--- src/rtl/cfd_pkg.sv ---
`timescale 1ns / 1ps
// Shared types, constants and the CRC-32 byte update of the COBS frame decoder.
// No dependencies; every other file of the decoder uses this package.
package cfd_pkg;

	localparam int MAX_PAYLOAD_BYTES = 4096;
	localparam int FRAME_OVERHEAD = 6;
	localparam int HEADER_BYTES = 2;
	localparam int TRAILER_BYTES = 4;
	localparam int LEN_W = 13;
	localparam int STATUS_W = 3;
	localparam int QUEUE_DEPTH = 4;

	localparam logic [31:0] CRC_POLY = 32'hEDB8_8320;
	localparam logic [31:0] CRC_ALL_ONES = 32'hFFFF_FFFF;

	localparam logic [7:0] COBS_DELIM = 8'h00;
	localparam logic [7:0] COBS_FULL_CODE = 8'hFF;

	localparam logic [STATUS_W-1:0] ST_OK = 3'd0;
	localparam logic [STATUS_W-1:0] ST_TRUNCATED = 3'd1;
	localparam logic [STATUS_W-1:0] ST_TOO_SHORT = 3'd2;
	localparam logic [STATUS_W-1:0] ST_CRC_BAD = 3'd3;
	localparam logic [STATUS_W-1:0] ST_TOO_LONG = 3'd4;

	typedef struct packed {
		logic       is_end;
		logic       truncated;
		logic [7:0] data;
	} cmd_t;

	function automatic logic [31:0] crc_byte(input logic [31:0] c, input logic [7:0] b);
		logic [31:0] r;
		r = c ^ {24'h0, b};
		for (int k = 0; k < 8; k++) begin
			r = (r >> 1) ^ (CRC_POLY & {32{r[0]}});
		end
		return r;
	endfunction

endpackage

--- src/rtl/cobs_crc_frame_decoder.sv ---
`timescale 1ns / 1ps
// COBS frame decoder with CRC-32 check; top level joining front end, queue and back end.
// Takes one link byte per cycle while in_stall is low; a byte's result, if any, passes
// through the command queue and the back end's output register. The rate is at most
// one word per cycle while out_stall is low, set by the COBS counter and byte-wide CRC.
// Asynchronous active-low reset clears the COBS state, queue, delay line and CRC.
// Depends on cfd_pkg, cfd_front, cfd_queue and cfd_back.
module cobs_crc_frame_decoder #(
	parameter int MAX_PAYLOAD_BYTES = cfd_pkg::MAX_PAYLOAD_BYTES
) (
	input  logic                          clk,
	input  logic                          arst_n,
	input  logic                          in_valid,
	output logic                          in_stall,
	input  logic [7:0]                    rx_byte,
	output logic                          out_valid,
	input  logic                          out_stall,
	output logic                          is_frame_end,
	output logic [7:0]                    payload_byte,
	output logic [7:0]                    frame_kind,
	output logic [7:0]                    channel_id,
	output logic [cfd_pkg::LEN_W-1:0]     payload_length,
	output logic [cfd_pkg::STATUS_W-1:0]  status
);

	logic          queue_full;
	logic          push;
	cfd_pkg::cmd_t push_cmd;
	logic          pop;
	logic          not_empty;
	cfd_pkg::cmd_t pop_cmd;

	cfd_front u_front (
		.clk        (clk),
		.arst_n     (arst_n),
		.in_valid   (in_valid),
		.in_stall   (in_stall),
		.rx_byte    (rx_byte),
		.queue_full (queue_full),
		.push       (push),
		.cmd        (push_cmd)
	);

	cfd_queue u_queue (
		.clk       (clk),
		.arst_n    (arst_n),
		.push      (push),
		.push_cmd  (push_cmd),
		.full      (queue_full),
		.pop       (pop),
		.not_empty (not_empty),
		.pop_cmd   (pop_cmd)
	);

	cfd_back #(
		.MAX_PAYLOAD_BYTES (MAX_PAYLOAD_BYTES)
	) u_back (
		.clk            (clk),
		.arst_n         (arst_n),
		.cmd_avail      (not_empty),
		.cmd            (pop_cmd),
		.pop            (pop),
		.out_valid      (out_valid),
		.out_stall      (out_stall),
		.is_frame_end   (is_frame_end),
		.payload_byte   (payload_byte),
		.frame_kind     (frame_kind),
		.channel_id     (channel_id),
		.payload_length (payload_length),
		.status         (status)
	);

endmodule

--- src/rtl/cfd_front.sv ---
`timescale 1ns / 1ps
// Front end: accepts link bytes, tracks COBS block state and issues decoded
// words and frame-end commands. Depends on cfd_pkg.
module cfd_front (
	input  logic          clk,
	input  logic          arst_n,
	input  logic          in_valid,
	output logic          in_stall,
	input  logic [7:0]    rx_byte,
	input  logic          queue_full,
	output logic          push,
	output cfd_pkg::cmd_t cmd
);

	logic [7:0] bytes_left_q;
	logic       full_code_q;
	logic       open_q;
	logic       accept;
	logic       is_delim;
	logic       cmd_valid;

	assign in_stall = queue_full;
	assign accept = in_valid && !queue_full;
	assign is_delim = (rx_byte == cfd_pkg::COBS_DELIM);

	always_comb begin
		cmd_valid = 1'b0;
		cmd.is_end = 1'b0;
		cmd.truncated = 1'b0;
		cmd.data = rx_byte;
		if (is_delim) begin
			cmd_valid = open_q;
			cmd.is_end = 1'b1;
			cmd.truncated = (bytes_left_q != 8'd0);
			cmd.data = 8'd0;
		end else if (bytes_left_q == 8'd0) begin
			cmd_valid = open_q && !full_code_q;
			cmd.data = 8'd0;
		end else begin
			cmd_valid = 1'b1;
		end
	end

	assign push = accept && cmd_valid;

	always_ff @(posedge clk or negedge arst_n) begin
		if (!arst_n) begin
			bytes_left_q <= 8'd0;
			full_code_q <= 1'b0;
			open_q <= 1'b0;
		end else if (accept) begin
			if (is_delim) begin
				bytes_left_q <= 8'd0;
				full_code_q <= 1'b0;
				open_q <= 1'b0;
			end else if (bytes_left_q == 8'd0) begin
				bytes_left_q <= rx_byte - 8'd1;
				full_code_q <= (rx_byte == cfd_pkg::COBS_FULL_CODE);
				open_q <= 1'b1;
			end else begin
				bytes_left_q <= bytes_left_q - 8'd1;
			end
		end
	end

endmodule

--- src/rtl/cfd_queue.sv ---
`timescale 1ns / 1ps
// Short command queue between the front end and the back end.
// Depends on cfd_pkg.
module cfd_queue (
	input  logic          clk,
	input  logic          arst_n,
	input  logic          push,
	input  cfd_pkg::cmd_t push_cmd,
	output logic          full,
	input  logic          pop,
	output logic          not_empty,
	output cfd_pkg::cmd_t pop_cmd
);

	localparam int DEPTH = cfd_pkg::QUEUE_DEPTH;
	localparam int PTR_W = $clog2(DEPTH);
	localparam int CNT_W = $clog2(DEPTH + 1);

	cfd_pkg::cmd_t mem [DEPTH];
	logic [PTR_W-1:0] wr_ptr_q;
	logic [PTR_W-1:0] rd_ptr_q;
	logic [CNT_W-1:0] count_q;
	logic do_push;
	logic do_pop;

	assign full = (count_q == CNT_W'(DEPTH));
	assign not_empty = (count_q != '0);
	assign do_push = push && !full;
	assign do_pop = pop && not_empty;
	assign pop_cmd = mem[rd_ptr_q];

	always_ff @(posedge clk) begin
		if (do_push) begin
			mem[wr_ptr_q] <= push_cmd;
		end
	end

	always_ff @(posedge clk or negedge arst_n) begin
		if (!arst_n) begin
			wr_ptr_q <= '0;
			rd_ptr_q <= '0;
			count_q <= '0;
		end else begin
			if (do_push) begin
				wr_ptr_q <= (wr_ptr_q == PTR_W'(DEPTH - 1)) ? '0 : wr_ptr_q + 1'b1;
			end
			if (do_pop) begin
				rd_ptr_q <= (rd_ptr_q == PTR_W'(DEPTH - 1)) ? '0 : rd_ptr_q + 1'b1;
			end
			if (do_push && !do_pop) begin
				count_q <= count_q + 1'b1;
			end else if (do_pop && !do_push) begin
				count_q <= count_q - 1'b1;
			end
		end
	end

endmodule

--- src/rtl/cfd_back.sv ---
`timescale 1ns / 1ps
// Back end: trailer delay line, CRC-32 check, frame status and output register.
// Depends on cfd_pkg.
module cfd_back #(
	parameter int MAX_PAYLOAD_BYTES = cfd_pkg::MAX_PAYLOAD_BYTES
) (
	input  logic                          clk,
	input  logic                          arst_n,
	input  logic                          cmd_avail,
	input  cfd_pkg::cmd_t                 cmd,
	output logic                          pop,
	output logic                          out_valid,
	input  logic                          out_stall,
	output logic                          is_frame_end,
	output logic [7:0]                    payload_byte,
	output logic [7:0]                    frame_kind,
	output logic [7:0]                    channel_id,
	output logic [cfd_pkg::LEN_W-1:0]     payload_length,
	output logic [cfd_pkg::STATUS_W-1:0]  status
);

	localparam int LW = cfd_pkg::LEN_W;
	localparam int LIMIT = cfd_pkg::FRAME_OVERHEAD + MAX_PAYLOAD_BYTES;
	localparam int CNT_W = $clog2(LIMIT + 1);
	localparam int TB = cfd_pkg::TRAILER_BYTES;

	logic [CNT_W-1:0] count_q;
	logic             over_q;
	logic [7:0]       delay_q [TB];
	logic [7:0]       type_q;
	logic [7:0]       chan_q;
	logic [31:0]      crc_q;

	logic        slot_free;
	logic        at_limit;
	logic        in_header;
	logic        emits;
	logic [7:0]  crc_in;
	logic [31:0] crc_next;
	logic [31:0] got_crc;
	logic [cfd_pkg::STATUS_W-1:0] end_status;
	logic [LW-1:0] end_length;

	assign slot_free = !out_valid || !out_stall;
	assign pop = cmd_avail && slot_free;

	assign at_limit = (count_q >= CNT_W'(LIMIT));
	assign in_header = (count_q < CNT_W'(cfd_pkg::HEADER_BYTES));
	assign emits = !cmd.is_end && !at_limit && (count_q >= CNT_W'(cfd_pkg::FRAME_OVERHEAD));
	assign crc_in = in_header ? cmd.data : delay_q[0];
	assign crc_next = cfd_pkg::crc_byte(crc_q, crc_in);
	assign got_crc = {delay_q[3], delay_q[2], delay_q[1], delay_q[0]};

	always_comb begin
		end_length = '0;
		if (count_q >= CNT_W'(cfd_pkg::FRAME_OVERHEAD)) begin
			end_length = LW'(count_q - CNT_W'(cfd_pkg::FRAME_OVERHEAD));
		end
		if (over_q) begin
			end_status = cfd_pkg::ST_TOO_LONG;
			end_length = LW'(MAX_PAYLOAD_BYTES);
		end else if (cmd.truncated) begin
			end_status = cfd_pkg::ST_TRUNCATED;
		end else if (count_q < CNT_W'(cfd_pkg::FRAME_OVERHEAD)) begin
			end_status = cfd_pkg::ST_TOO_SHORT;
		end else if (got_crc != ~crc_q) begin
			end_status = cfd_pkg::ST_CRC_BAD;
		end else begin
			end_status = cfd_pkg::ST_OK;
		end
	end

	always_ff @(posedge clk or negedge arst_n) begin
		if (!arst_n) begin
			out_valid <= 1'b0;
			count_q <= '0;
			over_q <= 1'b0;
			type_q <= 8'd0;
			chan_q <= 8'd0;
			crc_q <= cfd_pkg::CRC_ALL_ONES;
			for (int i = 0; i < TB; i++) begin
				delay_q[i] <= 8'd0;
			end
		end else begin
			if (slot_free) begin
				out_valid <= pop && (cmd.is_end || emits);
			end
			if (pop) begin
				if (cmd.is_end) begin
					count_q <= '0;
					over_q <= 1'b0;
					type_q <= 8'd0;
					chan_q <= 8'd0;
					crc_q <= cfd_pkg::CRC_ALL_ONES;
					for (int i = 0; i < TB; i++) begin
						delay_q[i] <= 8'd0;
					end
				end else if (at_limit) begin
					over_q <= 1'b1;
				end else begin
					count_q <= count_q + 1'b1;
					if (count_q == CNT_W'(0)) begin
						type_q <= cmd.data;
					end
					if (count_q == CNT_W'(1)) begin
						chan_q <= cmd.data;
					end
					if (in_header || emits) begin
						crc_q <= crc_next;
					end
					if (!in_header) begin
						for (int i = 0; i < TB - 1; i++) begin
							delay_q[i] <= delay_q[i+1];
						end
						delay_q[TB-1] <= cmd.data;
					end
				end
			end
		end
	end

	always_ff @(posedge clk) begin
		if (pop) begin
			frame_kind <= type_q;
			channel_id <= chan_q;
			if (cmd.is_end) begin
				is_frame_end <= 1'b1;
				payload_byte <= 8'd0;
				payload_length <= end_length;
				status <= end_status;
			end else begin
				is_frame_end <= 1'b0;
				payload_byte <= delay_q[0];
				payload_length <= '0;
				status <= cfd_pkg::ST_OK;
			end
		end
	end

endmodule

--- config.mk ---
export PLATFORM = sky130hd
export DESIGN_NAME = cobs_crc_frame_decoder
export DESIGN_NICKNAME = d
export VERILOG_FILES = /design/src/rtl/cfd_pkg.sv /design/src/rtl/cobs_crc_frame_decoder.sv /design/src/rtl/cfd_front.sv /design/src/rtl/cfd_queue.sv /design/src/rtl/cfd_back.sv
export SDC_FILE = /design/constraint.sdc
export NUM_CORES = 1
export LEC_CHECK = 0
export BUFFER_PORTS_ARGS = -buffer_cell sky130_fd_sc_hd__buf_2
export CAP_MARGIN = 20
export CORE_MARGIN = 2
export CORE_UTILIZATION = 40
export DETAILED_ROUTE_END_ITERATION = 6
export PLACE_DENSITY = 0.65
export SETUP_SLACK_MARGIN = 0.15
export SYNTH_ARGS = -nofsm -noshare
export SYNTH_HDL_FRONTEND = slang
export SYNTH_HIERARCHICAL = 1
export SYNTH_SLANG_ARGS = --single-unit
export TNS_END_PERCENT = 1
--- constraint.sdc ---
create_clock -name clk -period 9.3 [get_ports clk]
set_input_delay 0.465 -clock clk [delete_from_list [all_inputs] [get_ports clk]]
set_output_delay 0.465 -clock clk [all_outputs]
set_load 0.02 [all_outputs]
==> impl_metrics.py <==
metrics = {
    "logic_synthesis": {
        "synth_warnings": 6,
        "synthXorXnorAreaFrac": 0.1274,
        "yosys.area_share.adder": 0.01946,
        "async_flop_share": 0.5803,
        "yosys.area.top_type": "edfxtp_1",
        "synthSimpleGateAreaFrac": 0.1019,
        "syn_area_per_cell_um2": 12.93,
        "yosysTopAreaCellShare": 0.2592,
        "synth_cell_types": 67,
        "yosysSeqAreaShare": 0.5621,
        "synth_flop_cell": "edfxtp_1",
        "yosys-top-cells-area": "edfxtp_1 (26%), dfrtp_1 (21%), dfstp_2 (9.0%), xnor2_1 (5.1%), xor2_1 (4.3%)",
        "syn_nets": 752,
        "synth-edff-count": 81,
        "synthCells": 726,
        "synth_top_family_by_area": "XOR/XNOR gates",
        "muxShareOfSynthArea": 0.07199,
        "syn_area_um2": 9385,
        "synth-compound-area-share": 0.09492,
        "synth_seq_cells": 193,
    },
    "grt": {
        "grt-busiest-layer": "met2",
        "grt_overflow": 0,
        "grt_pass1_wl_mm": 31.40,
        "antenna_found_initial": 0,
        "grtUsageMet2": 0.2682,
        "grt_use_total": 0.1663,
        "grt_pass1_vias": 5593,
        "grt_use_met1": 0.2248,
        "met3_usage": 0.03744,
        "grt_max_degree": 61,
    },
    "routing": {
        "drt_iter0_drc": 395,
        "drt-total-wl_mm": 19.60,
        "ant_nets": 0,
        "firstDrtPassIters": 5,
        "wl_per_cell_um": 17.78,
        "drc": 0,
        "vias": 5738,
        "viasPerCell": 5.207,
    },
    "die": {
        "start_util": 0.4035,
        "rows": 56,
        "dieArea_um2": 24700,
        "chipHeight_um": 157.2,
        "io_pins": 55,
        "die_w_um": 157.2,
        "core_um2": 23260,
    },
    "placement": {
        "routabilityCongestion": 0.8824,
        "port_buffers": 54,
        "dpl.hpwl_mm": 13.53,
    },
    "power": {
        "power_mw": 4.444,
        "power_leakage_nw": 4.205,
        "peakVddDrop_v": 0.0001900,
        "power_density_nw_per_um2": 421.5,
    },
    "worst_hold_path": {
        "min_path_type": "primary input to asynchronous set/reset pin",
    },
    "finish": {
        "antenna_cells": 0,
        "area_growth_pct": 12.35,
        "drive_gt1_frac": 0.2414,
        "nNetsFinal": 797,
    },
    "sta": {
        "post-route-period-util": 0.4060,
        "fin_crit_ns": 3.775,
        "final_max_slew_viol_count": 0,
        "rsz0062_at_grt": "false",
        "fin_setup_tns_ns": 0,
        "slew_headroom": 0.3118,
        "hold_viol": 0,
        "setup_viol": 0,
        "max_freq_mhz": 264.9,
        "worstMarginPinSlew_ns": 1.032,
        "final.setup_skew_ns": 0.009546,
    },
    "setup_path": {
        "cp.required_ns": 9.62,
        "worst_setup_path_start_kind": "register",
        "cpPeakStageDelay_ns": 0.87,
        "crit_arrival_ns": 4.10,
        "cp_max_fo": 10,
        "cp_cell_sequence": "or4_1 -> nor4_4 -> mux2i_2 -> xnor2_4 -> xor2_4 -> xnor2_1 -> xor2_1 -> a21oi_1",
        "cp_top_family": "simple AND/OR/NAND/NOR gates",
        "crit_slowest_cell": "nor4_4",
        "crit_buf_inv": 0,
        "crit_type": "register to register",
        "cp-end-kind": "register",
    },
    "clock_network": {
        "numCtsBuffers": 17,
        "cts_max_level": 4,
        "clk_pin_slew_ns": 0.06,
        "clk_latency_ns": 0.43,
        "cts_hold_buf": 0,
        "cts_setup_buffers": 0,
        "cts_sinks": 193,
        "cts.repair.resized": 0,
        "cts_tree": "built",
        "cts_root_buf": "clkbuf_16",
        "cts.path.max_buffers": 2,
    },
    "flow_run": {
        "drv_cap": 0,
    },
    "outcome": {
        "status": "finished, final reports clean",
    },
}
-- routing by layer --
metal | vias to the layer above | routed length, µm
met3 | 27 | 753
met4 | 0 | 402
met5 | - | 0
li1 | 2711 | -
met1 | 2869 | 8819
met2 | 131 | 9621
-- stage by stage --
stage	area, µm²	worst slack, ns	cells	util	hold WS (ns)
floorplan	9385	6.251	726	-	0.1694
global placement	9945	5.556	1071	0.4275	0.4296
detailed placement	9945	5.529	1071	0.4275	0.4318
CTS	10540	5.513	1102	0.4533	0.1617
global route	10540	5.328	1102	0.4533	0.1930
finish	10540	5.525	1102	0.4533	0.1254
-- sequential cells by signal, indices dropped and copies added, names as in the netlist, 3 cells and up --
register / flops
u_back/payload_byte: 8
u_back/channel_id: 8
u_back/delay_q: 32
u_back/count_q: 13
u_front/bytes_left_q: 8
u_back/crc_q: 32
u_back/status: 3
u_queue/count_q: 3
u_back/frame_kind: 8
u_queue/mem: 40
u_back/type_q: 8
u_back/chan_q: 8
u_back/payload_length: 13
-- synth_stat cells (all sizes together), types with 13 or more instances --
| cell | number |
|---|---|
| a22o | 26 |
| nor2b | 19 |
| o22a | 16 |
| xnor2 | 63 |
| ha | 13 |
| nor2 | 60 |
| edfxtp | 81 |
| dfrtp | 80 |
| o21ai | 22 |
| mux2 | 31 |
| xor2 | 53 |
| clkbuf | 24 |
| nor4 | 13 |
| nand2 | 20 |
| inv | 14 |
| a21oi | 34 |
| dfstp | 32 |
-- kinds of logic after synthesis --
kind of cell    count (synthesis)
xor+xnor                      117
fa+ha+maj                      14
mux                            50
buf+inv                        47
compound gates                128
simple gates                  177
flops                         193
-- area by class of cell --
type                            instances  area (µm²)
Sequential cell                       193        5275
Timing Repair Buffer                   59       310.3
Clock inverter                         11       152.6
Clock buffer                           20       446.7
Inverter                               14       52.55
Fill cell                            2115       12720
Tap cell                              319       399.1
Multi-Input combinational cell        486        3908
-- power breakdown --
group / switching, mW / internal (mW)
registers: 0.189 / 1.21
logic: 1.30 / 0.999
clock network: 0.315 / 0.433
-- worst paths after layout --
check	start	to	slack, ns	cells past startpoint
max in group asynchronous	arst_n	u_back/count_q[3]	8.00	2
min reg2reg	u_back/chan_q[4]	u_back/channel_id[4]	0.45	0
max	u_back/count_q[3]	u_back/crc_q[17]	5.52	8
min	arst_n	u_queue/count_q[0]	0.13	1
max reg2reg	u_back/count_q[3]	u_back/crc_q[17]	5.52	8
min in group clk	out_stall	u_back/out_valid	0.32	3
-- worst reg2reg max path, stage by stage (launching register included) --
cell and delay, ns:
dfrtp_1 0.47, or4_1 0.69, nor4_4 0.87, mux2i_2 0.23, xnor2_4 0.49, xor2_4 0.17, xnor2_1 0.44, xor2_1 0.24
a21oi_1 0.09
-- placed cells by master (no fill, tap or decap), types with 4 or more instances in the layout --
| cell type | n |
|---|---|
| edfxtp_1 | 81 |
| dfrtp_1 | 80 |
| nor2_1 | 59 |
| xnor2_1 | 55 |
| buf_2 | 53 |
| xor2_1 | 46 |
| a21oi_1 | 34 |
| dfstp_2 | 32 |
| mux2_2 | 29 |
| a22o_1 | 25 |
| o21ai_0 | 21 |
| nand2_1 | 19 |
| nor2b_1 | 18 |
| clkbuf_16 | 17 |
| o22a_1 | 16 |
| inv_1 | 13 |
| ha_1 | 13 |
| nor3_1 | 12 |
| nand3_1 | 11 |
| nor4_1 | 10 |
| and2_1 | 10 |
| mux4_2 | 10 |
| nand4_1 | 9 |
| mux2i_1 | 8 |
| nand2b_1 | 7 |
| buf_4 | 6 |
| xor2_2 | 6 |
| xnor2_2 | 5 |
| inv_6 | 4 |
| or4_1 | 4 |
| o211ai_1 | 4 |
| and3_1 | 4 |
Note: power is estimated with default switching activity, not from simulation.
